`src/hdl/scl_pkg.sv`:
```
// Shared types and constants for the sorted key list core.
// No dependencies.
`default_nettype none
package scl_pkg;
	localparam int KEY_W     = 8;
	localparam int OPCODE_W  = 2;
	localparam int POS_W     = 4;
	localparam int CNT_OUT_W = 5;

	localparam logic [OPCODE_W-1:0] OP_INSERT = 2'd0;
	localparam logic [OPCODE_W-1:0] OP_SEARCH = 2'd1;
	localparam logic [OPCODE_W-1:0] OP_CLEAR  = 2'd2;

	typedef logic signed [KEY_W-1:0] key_t;

	// broadcast from the control logic to every cell
	typedef struct packed {
		logic ins;
		key_t key;
	} cell_ctl_t;
endpackage
`default_nettype wire

```
`src/hdl/scl_if.sv`:
```
// Valid/ready channel interfaces for the request and response beats.
// Depends on scl_pkg.
`default_nettype none
interface scl_req_if;
	import scl_pkg::*;
	logic                valid;
	logic                ready;
	logic [OPCODE_W-1:0] opcode;
	key_t                key_value;
	logic                from_end;
	modport source (output valid, opcode, key_value, from_end, input ready);
	modport sink (input valid, opcode, key_value, from_end, output ready);
endinterface

interface scl_rsp_if;
	import scl_pkg::*;
	logic                 valid;
	logic                 ready;
	logic                 ok;
	logic                 found;
	logic [POS_W-1:0]     position;
	logic [CNT_OUT_W-1:0] entry_count;
	modport source (output valid, ok, found, position, entry_count, input ready);
	modport sink (input valid, ok, found, position, entry_count, output ready);
endinterface
`default_nettype wire

```
`src/hdl/scl_cell.sv`:
```
// One slot of the sorted chain: holds a key, compares it against the
// broadcast key and takes the new key or its lower neighbor's key on insert.
// Depends on scl_pkg.
`default_nettype none
module scl_cell (
	input  wire              clk,
	input  scl_pkg::cell_ctl_t ctl,
	input  wire              occ,
	input  wire              prev_keep,
	input  scl_pkg::key_t    prev_key,
	output logic             keep,
	output logic             eq,
	output scl_pkg::key_t    key
);
	import scl_pkg::*;

	key_t key_q;

	assign keep = occ && (key_q <= ctl.key);
	assign eq   = occ && (key_q == ctl.key);
	assign key  = key_q;

	// keep, load the new key at the boundary, or shift up from the neighbor
	always_ff @(posedge clk) begin
		if (ctl.ins && !keep) begin
			key_q <= prev_keep ? ctl.key : prev_key;
		end
	end
endmodule
`default_nettype wire

```
`src/hdl/sorted_char_list_insert_search_core.sv`:
```
// Sorted store of signed 8-bit keys held in a chain of compare-and-shift cells.
// One request beat is taken per cycle while the output register is empty or being
// drained; its response appears in the output register the cycle after. Insert,
// search and clear each complete in the cycle the request is taken, with all cells
// comparing against the broadcast key in parallel; a search position comes from the
// edge of the contiguous run of matching cells.
// Depends on scl_pkg, scl_if and scl_cell.
`default_nettype none
module sorted_char_list_insert_search_core #(
	parameter int STORE_DEPTH = 16
) (
	input wire      clk,
	input wire      arst_n,
	scl_req_if.sink   req,
	scl_rsp_if.source rsp
);
	import scl_pkg::*;

	localparam int IDX_W = (STORE_DEPTH > 1) ? $clog2(STORE_DEPTH) : 1;
	localparam int CNT_W = $clog2(STORE_DEPTH + 1);

	logic [CNT_W-1:0]     count_q;
	logic [CNT_W-1:0]     count_nxt;
	logic                 rsp_vld_q;
	logic                 ok_q;
	logic                 found_q;
	logic [POS_W-1:0]     pos_q;
	logic [CNT_OUT_W-1:0] cnt_q;

	logic                   acc;
	logic                   full;
	cell_ctl_t              ctl;
	logic [STORE_DEPTH-1:0] occ;
	logic [STORE_DEPTH-1:0] keep;
	logic [STORE_DEPTH-1:0] eq;
	logic [STORE_DEPTH-1:0] first_hit;
	logic [STORE_DEPTH-1:0] last_hit;
	logic [STORE_DEPTH-1:0] sel_hit;
	key_t                   keys [STORE_DEPTH];
	logic [IDX_W-1:0]       hit_idx;
	logic                   ok_d;
	logic                   found_d;

	assign req.ready = !rsp_vld_q || rsp.ready;
	assign acc       = req.valid && req.ready;
	assign full      = (count_q == CNT_W'(STORE_DEPTH));
	assign ctl.ins   = acc && (req.opcode == OP_INSERT) && !full;
	assign ctl.key   = req.key_value;

	for (genvar i = 0; i < STORE_DEPTH; i++) begin : g_cell
		assign occ[i] = (CNT_W'(i) < count_q);
		if (i == 0) begin : g_head
			scl_cell u_cell (
				.clk      (clk),
				.ctl      (ctl),
				.occ      (occ[i]),
				.prev_keep(1'b1),
				.prev_key (ctl.key),
				.keep     (keep[i]),
				.eq       (eq[i]),
				.key      (keys[i])
			);
			assign first_hit[i] = eq[i];
		end else begin : g_body
			scl_cell u_cell (
				.clk      (clk),
				.ctl      (ctl),
				.occ      (occ[i]),
				.prev_keep(keep[i-1]),
				.prev_key (keys[i-1]),
				.keep     (keep[i]),
				.eq       (eq[i]),
				.key      (keys[i])
			);
			assign first_hit[i] = eq[i] && !eq[i-1];
		end
		if (i == STORE_DEPTH - 1) begin : g_tail
			assign last_hit[i] = eq[i];
		end else begin : g_mid
			assign last_hit[i] = eq[i] && !eq[i+1];
		end
	end

	assign sel_hit = req.from_end ? last_hit : first_hit;

	always_comb begin
		hit_idx = '0;
		for (int i = 0; i < STORE_DEPTH; i++) begin
			hit_idx = hit_idx | (sel_hit[i] ? IDX_W'(i) : '0);
		end
	end

	always_comb begin
		ok_d      = 1'b0;
		found_d   = 1'b0;
		count_nxt = count_q;
		unique case (req.opcode)
			OP_INSERT: begin
				ok_d = !full;
				if (!full) begin
					count_nxt = count_q + CNT_W'(1);
				end
			end
			OP_SEARCH: begin
				found_d = |sel_hit;
			end
			OP_CLEAR: begin
				ok_d      = 1'b1;
				count_nxt = '0;
			end
			default: begin
				ok_d = 1'b0;
			end
		endcase
	end

	always_ff @(posedge clk or negedge arst_n) begin
		if (!arst_n) begin
			count_q   <= '0;
			rsp_vld_q <= 1'b0;
		end else begin
			if (acc) begin
				count_q   <= count_nxt;
				rsp_vld_q <= 1'b1;
			end else if (rsp.ready) begin
				rsp_vld_q <= 1'b0;
			end
		end
	end

	// hold the response beat until it drains
	always_ff @(posedge clk) begin
		if (acc) begin
			ok_q    <= ok_d;
			found_q <= found_d;
			pos_q   <= found_d ? POS_W'(hit_idx) : '0;
			cnt_q   <= CNT_OUT_W'(count_nxt);
		end
	end

	assign rsp.valid       = rsp_vld_q;
	assign rsp.ok          = ok_q;
	assign rsp.found       = found_q;
	assign rsp.position    = pos_q;
	assign rsp.entry_count = cnt_q;

	a_count_bound: assert property (@(posedge clk) disable iff (!arst_n)
		count_q <= CNT_W'(STORE_DEPTH))
		else $error("key count above store depth");

	a_clear_empties: assert property (@(posedge clk) disable iff (!arst_n)
		acc && (req.opcode == OP_CLEAR) |=> rsp.valid && (count_q == '0) && rsp.ok)
		else $error("clear did not empty the store");

	a_full_insert: assert property (@(posedge clk) disable iff (!arst_n)
		acc && (req.opcode == OP_INSERT) && full |=> !rsp.ok && $stable(count_q))
		else $error("insert into a full store changed state");

	a_found_excl: assert property (@(posedge clk) disable iff (!arst_n)
		rsp.valid |-> !(rsp.found && rsp.ok))
		else $error("found and ok both set");
endmodule
`default_nettype wire

```
`src/flat_wrapper.sv`:
```
// flat-port wrapper written by rule: the top's interface ports become plain ports
module sorted_char_list_insert_search_core_flat import scl_pkg::*;
#(
	parameter int STORE_DEPTH = 16
)
  (clk, arst_n, req_valid, req_opcode, req_key_value, req_from_end, req_ready, rsp_valid, rsp_ok, rsp_found, rsp_position, rsp_entry_count, rsp_ready);
  scl_req_if req_i ();
  scl_rsp_if rsp_i ();
  input wire clk;
  input wire arst_n;
  input wire logic [$bits(req_i.valid)-1:0] req_valid;
  input wire logic [$bits(req_i.opcode)-1:0] req_opcode;
  input wire logic [$bits(req_i.key_value)-1:0] req_key_value;
  input wire logic [$bits(req_i.from_end)-1:0] req_from_end;
  output wire logic [$bits(req_i.ready)-1:0] req_ready;
  output wire logic [$bits(rsp_i.valid)-1:0] rsp_valid;
  output wire logic [$bits(rsp_i.ok)-1:0] rsp_ok;
  output wire logic [$bits(rsp_i.found)-1:0] rsp_found;
  output wire logic [$bits(rsp_i.position)-1:0] rsp_position;
  output wire logic [$bits(rsp_i.entry_count)-1:0] rsp_entry_count;
  input wire logic [$bits(rsp_i.ready)-1:0] rsp_ready;
  assign req_i.valid = req_valid;
  assign req_i.opcode = req_opcode;
  assign req_i.key_value = req_key_value;
  assign req_i.from_end = req_from_end;
  assign req_ready = req_i.ready;
  assign rsp_valid = rsp_i.valid;
  assign rsp_ok = rsp_i.ok;
  assign rsp_found = rsp_i.found;
  assign rsp_position = rsp_i.position;
  assign rsp_entry_count = rsp_i.entry_count;
  assign rsp_i.ready = rsp_ready;
  sorted_char_list_insert_search_core #(.STORE_DEPTH(STORE_DEPTH)) u_core (.clk(clk), .arst_n(arst_n), .req(req_i), .rsp(rsp_i));
endmodule
```
`config.mk`:
```
export PLATFORM = sky130hd
export DESIGN_NAME = sorted_char_list_insert_search_core_flat
export DESIGN_NICKNAME = d
export VERILOG_FILES = /design/src/hdl/scl_pkg.sv /design/src/hdl/scl_if.sv /design/src/hdl/scl_cell.sv /design/src/hdl/sorted_char_list_insert_search_core.sv /design/src/flat_wrapper.sv
export SDC_FILE = /design/constraint.sdc
export NUM_CORES = 1
export LEC_CHECK = 0
export BUFFER_PORTS_ARGS = -buffer_cell sky130_fd_sc_hd__buf_2
export CORE_MARGIN = 8
export CORE_UTILIZATION = 55
export DETAILED_ROUTE_END_ITERATION = 10
export GPL_ROUTABILITY_DRIVEN = 0
export GPL_TIMING_DRIVEN = 0
export PLACE_DENSITY = 0.8
export SETUP_SLACK_MARGIN = 0.5
export SYNTH_ARGS = -nofsm -noshare
export SYNTH_HDL_FRONTEND = slang
export SYNTH_HIERARCHICAL = 1
export SYNTH_SLANG_ARGS = --single-unit
```
`constraint.sdc`:
```
create_clock -name clk -period 2.6 [get_ports clk]
set_input_delay 0.26 -clock clk [delete_from_list [all_inputs] [get_ports clk]]
set_output_delay 0.26 -clock clk [all_outputs]
set_load 0.1 [all_outputs]
```
### Word-level counts from Yosys, hierarchy flattened

Index checks and enable logic that the tools add are counted.

| operators by class | value |
|---|---|
| reduce and logical (&&, ||, !) cells | 119 |
| add/sub/neg operators | 1 |
| $lt $le $gt $ge | 32 |
| bitwise operators | 14 |
| equality and inequality tests | 19 |
| mux-type cells | 37 |

Operators with widths:

| kind | count |
|---|---|
| $eq A8 B8 Y1 | 16 |
| $le A8 B8 Y1 | 16 |
| $mux W8 | 15 |
| $logic_and A1 B1 Y1 | 81 |
| $or A4 B4 Y4 | 14 |
| $lt A4 B5 Y1 const A | 8 |
| $logic_not A1 Y1 | 34 |
| $mux W4 | 8 |
| $lt A3 B5 Y1 const A | 4 |
| $mux W16 | 1 |
| $reduce_or A16 Y1 | 1 |
| $mux W3 | 4 |
| $lt A1 B5 Y1 const A | 2 |
| $lt A2 B5 Y1 const A | 2 |
| $pmux W5 S2 | 1 |
| $add A5 B1 Y5 const B | 1 |
| $eq A5 B5 Y1 const B | 1 |
| $mux W5 | 1 |
| $mux W1 | 4 |
| $mux W2 | 2 |
| $eq A2 B1 Y1 const B | 1 |
| $eq A2 B2 Y1 const B | 1 |
| $logic_not A2 Y1 | 1 |
| $pmux W1 S2 | 1 |
| other kinds (2) | 2 |

| word-level totals | value |
|---|---|
| word-level logic and storage cells | 244 |
| register bits | 145 |
| bits of input ports | 15 |
| output and inout bits | 13 |

### Depth between registers and ports, before layout

| depth | value |
|---|---|
| word-level depth | 20 |
| gate-level depth with buffers | 11 |
| mapped depth without buffers | 10 |

### Cells and area by module

Netlist, hierarchy kept.

By module, submodules not included:

| module | times used | area an instance (µm²) | sequential area each (µm²) | cells an instance |
|---|---|---|---|---|
| scl_cell | 16 | 585.6 | 240.2 | 50 |
| sorted_char_list_insert_search_core | 1 | 1258.7 | 480.5 | 148 |

### Worst setup path after synthesis

OpenSTA, ideal clock, no wires.

| path | value |
|---|---|
| kind | register to register |
| from | register u_core.rsp_vld_q (netlist: u_core/rsp.valid) |
| to | register u_core.g_cell[0].g_head.u_cell.key_q[0], enable pin |
| path buffers | 0 |
| period minus slack after synthesis | 3.698 ns |
| data required time | 2.230 ns |
| slack | -1.098 ns |
| arrival | 3.327 ns |
| library setup time | 0.370 ns |
| stages on the path, launching flop included | 6 |
| path through | dfrtp_1 nand2b_1 nand3b_1 nor3_1 nand2_1 nor2_1 |

RTL lines:

| item | RTL line | text |
|---|---|---|
| start, declared | sorted_char_list_insert_search_core.sv:24 | `logic rsp_vld_q;` |
| start signal, assigned | sorted_char_list_insert_search_core.sv:120 | `rsp_vld_q <= 1'b0;` |
| start signal, assigned | sorted_char_list_insert_search_core.sv:124 | `rsp_vld_q <= 1'b1;` |
| start signal, assigned | sorted_char_list_insert_search_core.sv:126 | `rsp_vld_q <= 1'b0;` |
| end signal, assigned | scl_cell.sv:26 | `key_q <= prev_keep ? ctl.key : prev_key;` |
| end, declared | scl_cell.sv:17 | `key_t key_q;` |

### Worst setup path after layout

| path | value |
|---|---|
| from | register u_core.count_q[3] |
| to | register u_core.found_q (netlist: u_core/rsp.found), data pin |

| on the way | value |
|---|---|
| cells in the longest elaborated chain, start to end | 7 |
| elaborated cells on any way between the ends | 81 |
| classes of those cells | order compare (16); mux (2); reduce/logical (63) |

RTL lines:

| item | RTL line | text |
|---|---|---|
| start, declared | sorted_char_list_insert_search_core.sv:22 | `logic [CNT_W-1:0] count_q;` |
| start signal, assigned | sorted_char_list_insert_search_core.sv:123 | `count_q <= count_nxt;` |
| $lt A4 B5 Y1 (*) | sorted_char_list_insert_search_core.sv:51 | `assign occ[i] = (CNT_W'(i) < count_q);` |
| named net u_core.occ[8] | sorted_char_list_insert_search_core.sv:33 | `logic [STORE_DEPTH-1:0] occ;` |
| $logic_and A1 B1 Y1 (*) | scl_cell.sv:20 | `assign eq = occ && (key_q == ctl.key);` |
| named net u_core.eq[8] | sorted_char_list_insert_search_core.sv:35 | `logic [STORE_DEPTH-1:0] eq;` |
| $logic_not A1 Y1 | sorted_char_list_insert_search_core.sv:75, sorted_char_list_insert_search_core.sv:80 |  |
| $logic_and A1 B1 Y1 (on tied branches) | sorted_char_list_insert_search_core.sv:80, sorted_char_list_insert_search_core.sv:75 |  |
| $mux W16 (*) | sorted_char_list_insert_search_core.sv:84 | `assign sel_hit = req.from_end ? last_hit : first_hit;` |
| $reduce_or A16 Y1 (*) | sorted_char_list_insert_search_core.sv:105 | `found_d = \|sel_hit;` |
| $mux W1 (*) | sorted_char_list_insert_search_core.sv:97 | `unique case (req.opcode)` |
| named net u_core.found_d | sorted_char_list_insert_search_core.sv:42 | `logic found_d;` |
| end signal, assigned | sorted_char_list_insert_search_core.sv:135 | `found_q <= found_d;` |
| end, declared | sorted_char_list_insert_search_core.sv:26 | `logic found_q;` |

Mark *: on every way through the listed nets, which the timed path passes. The rest lies on a longest branch.
A chain may end at the register's enable or synchronous reset.

==> impl_metrics.prom <==
# TYPE chip_impl_metric gauge
chip_impl_metric{name="switching_share",unit="%"} 34.2
chip_impl_info{name="root_buffer",value="clkbuf_16"} 1
chip_impl_info{name="unrepaired_setup_endpoints_after_global_routing",value="true"} 1
chip_impl_metric{name="clkSlewWorstSetupHoldPaths",unit="ps"} 70
chip_impl_metric{name="port_buffers",unit=""} 26
chip_impl_metric{name="nNetsFinal",unit=""} 1229
chip_impl_metric{name="post_synth.cell_area_avg",unit="sq um"} 11.2
chip_impl_metric{name="floorplan.die.width",unit="um"} 155
chip_impl_metric{name="initial_utilization",unit="%"} 55.3
chip_impl_info{name="status",value="finished clean"} 1
chip_impl_metric{name="clockBufferDepth",unit=""} 2
chip_impl_metric{name="totalWireLength",unit="um"} 31200
chip_impl_metric{name="cts_h_tree_depth",unit=""} 4
chip_impl_metric{name="vias_in_the_first_global_route",unit=""} 8358
chip_impl_metric{name="area_of_the_core_region",unit="sq um"} 19200
chip_impl_metric{name="post-dp-hpwl",unit="um"} 15900
chip_impl_info{name="critical_path.cell_chain",value="buf_6, nor2_4, buf_6, o21ai_4, nand4_1, nor3_4, buf_6, a21oi_2, a21oi_1, o21a_1, a41oi_2"} 1
chip_impl_info{name="mostFrequentLayoutCells",value="inv_1, edfxtp_1, ha_1, buf_4, mux2_2"} 1
chip_impl_metric{name="max_freq",unit="MHz"} 401
chip_impl_metric{name="worstPathRequired",unit="ps"} 2760
chip_impl_metric{name="synth_fp_nets",unit=""} 1092
chip_impl_metric{name="timing.final.max_slew_violations",unit=""} 0
chip_impl_metric{name="global_route_wire_length_before_repair",unit="um"} 42800
chip_impl_metric{name="post_drt_via_cell_ratio",unit=""} 6.23
chip_impl_metric{name="hold_viol",unit=""} 0
chip_impl_metric{name="seqPwrFrac",unit="%"} 32.4
chip_impl_metric{name="drive_gt1_share",unit="%"} 46.3
chip_impl_metric{name="detail_route.wl_per_cell",unit="um"} 22.9
chip_impl_info{name="setup.worst_path.start_class",value="flop"} 1
chip_impl_metric{name="crit_path_max_fanout",unit=""} 5
chip_impl_metric{name="number_of_sinks_driven_by_the_clock_tree",unit=""} 145
chip_impl_info{name="timing.setup.critical_path_class",value="reg2reg"} 1
chip_impl_metric{name="remaining_drc_errors",unit=""} 0
chip_impl_metric{name="switchingPower",unit="mW"} 3.06
chip_impl_metric{name="io-pin-count",unit=""} 28
chip_impl_metric{name="grt_remaining_overflow",unit=""} 0
chip_impl_metric{name="route.antenna.remaining_nets",unit=""} 0
chip_impl_metric{name="detail_route.first_pass.iterations",unit=""} 5
chip_impl_metric{name="finish.instance_area",unit="sq um"} 13700
chip_impl_info{name="min-delay-path-class",value="in2reg"} 1
chip_impl_info{name="end_kind",value="flop"} 1
chip_impl_metric{name="area_growth_syn_to_layout",unit="%"} 28.8
chip_impl_metric{name="tritoncts.num_buffers",unit=""} 17
chip_impl_metric{name="worst_slew_margin_rel",unit="%"} 66.5
chip_impl_metric{name="period_share",unit="%"} 95.8
chip_impl_metric{name="comb_power_share",unit="%"} 38.7
chip_impl_metric{name="maxCapViolations",unit=""} 0
chip_impl_metric{name="power_report.internal_total",unit="mW"} 5.90
chip_impl_metric{name="worst_ir_drop_vdd",unit="V"} 0.000560
chip_impl_metric{name="worst-slew-pin-transition",unit="ps"} 501
chip_impl_metric{name="p_leak",unit="nW"} 5.99
chip_impl_metric{name="sum_of_negative_setup_slack",unit="ps"} 0
chip_impl_metric{name="clock_network_power_share",unit="%"} 28.9
chip_impl_metric{name="number_of_antenna_violations_at_the_first_check_in_global_routing",unit=""} 0
chip_impl_metric{name="synth_area",unit="sq um"} 10600
chip_impl_metric{name="design.die.area",unit="sq um"} 24000
chip_impl_metric{name="layout_min_cycle_time",unit="ps"} 2490
chip_impl_info{name="cts_tree",value="done"} 1
chip_impl_metric{name="worstSkewPairLatency",unit="ps"} 450
chip_impl_info{name="layout_commonest_cell",value="inv_1"} 1
chip_impl_metric{name="die_extent_in_y",unit="um"} 155
chip_impl_info{name="timing.critical_path.slowest_stage_cell",value="dfrtp_1"} 1
chip_impl_info{name="crit_path_frequent_cell",value="buf_6"} 1
chip_impl_metric{name="syn-instance-count",unit=""} 947
chip_impl_metric{name="grt_use_total",unit="%"} 22.8
chip_impl_metric{name="grt_max_degree",unit=""} 34
chip_impl_metric{name="power_density",unit="nW/um^2"} 655
chip_impl_metric{name="num_antenna_cells",unit=""} 0
chip_impl_metric{name="violation_count_after_the_first_detailed_routing_iteration",unit=""} 873
chip_impl_metric{name="via_count",unit=""} 8488
chip_impl_metric{name="finClkSkew",unit="ps"} 11.5
chip_impl_metric{name="setup_viol",unit=""} 0
chip_impl_metric{name="cpPeakStageDelay",unit="ps"} 380
chip_impl_metric{name="critical_path_arrival",unit="ps"} 2650
chip_impl_metric{name="synthesis.yosys.warnings",unit=""} 6
chip_impl_metric{name="rows",unit=""} 51
chip_impl_metric{name="fillers",unit=""} 1121
chip_impl_metric{name="place_area",unit="sq um"} 11300
what timing repair did:
action                     4_1_cts  5_1_grt
pin swaps                       66       53
setup endpoints to repair      253      255
gates resized for setup        141       89
hold endpoints to repair         6        0
setup buffers                   68       23
hold buffers                     1        0
metal layers:
layer	GRT usage [%]	part of all wire (%)	up-vias
met5	0	0	-
met4	11.2	4.6	0
met3	5.02	9.3	152
met2	38.3	48	515
met1	27.2	38	4133
li1	-	-	3688
stage by stage:
step                      power (mW)  cells  hold slack [ps]  utilization, %  worst slack [ps]
after floorplan                 4.63    947            -35.6               -               310
after global placement          5.07   1238             98.7            58.6              -339
after detailed placement        5.15   1238             99.4            58.6              -372
after CTS                       8.32   1339             25.0            67.9               327
after global routing            9.23   1362             38.4            71.3               130
final                           8.97   1362             24.5            71.3               108
state kept, by name, summed over array words and instances, names as in the netlist:
name                             count
u_core/g_cell.g_body.u_cell/key    120
u_core/g_cell.g_head.u_cell/key      8
u_core/count_q                       5
u_core/rsp.entry_count               5
u_core/rsp.position                  4
u_core/rsp.found                     1
u_core/rsp.ok                        1
u_core/rsp.valid                     1
final timing paths:
path / start / to / slack (ps) / cells after the start
min in group asynchronous: arst_n / u_core/count_q[3] / 170 / 2
worst min register to register: u_core/rsp.valid / u_core/rsp.valid / 570 / 2
max in group asynchronous: arst_n / u_core/rsp.valid / 2270 / 2
worst min-delay path: req_valid / u_core/rsp.valid / 20 / 2
worst max-delay path: u_core/count_q[3] / u_core/rsp.found / 110 / 11
worst max register to register: u_core/count_q[3] / u_core/rsp.found / 110 / 11
critical path: cells and delay by family, from the launching register on:
kind / cells / cell delay (ps)
compound gates: 5 / 850
simple gates: 3 / 550
buf+inv: 3 / 430
flops: 1 / 380
power groups by stage:
stage	combinational (mW)	sequential, mW	clock, mW
3_5_place_dp	2.20	2.94	0
6_report	3.47	2.91	2.59
4_1_cts	2.85	2.89	2.58
2_1_floorplan	1.58	3.05	0
5_1_grt	3.61	2.92	2.70
3_3_place_gp	2.13	2.94	0
layout make-up:
type	instances	area (sq um)	area share [%]
repair buffers	118	901	6.58
well taps	265	332	2.42
flip-flops and latches	145	4330	31.6
clock inverters	15	184	1.34
clock buffers	17	425	3.11
plain buffers	25	278	2.03
multi-input cells	603	6580	48.1
inverters	174	659	4.82
No activity file was read; power rests on OpenSTA's default activity.
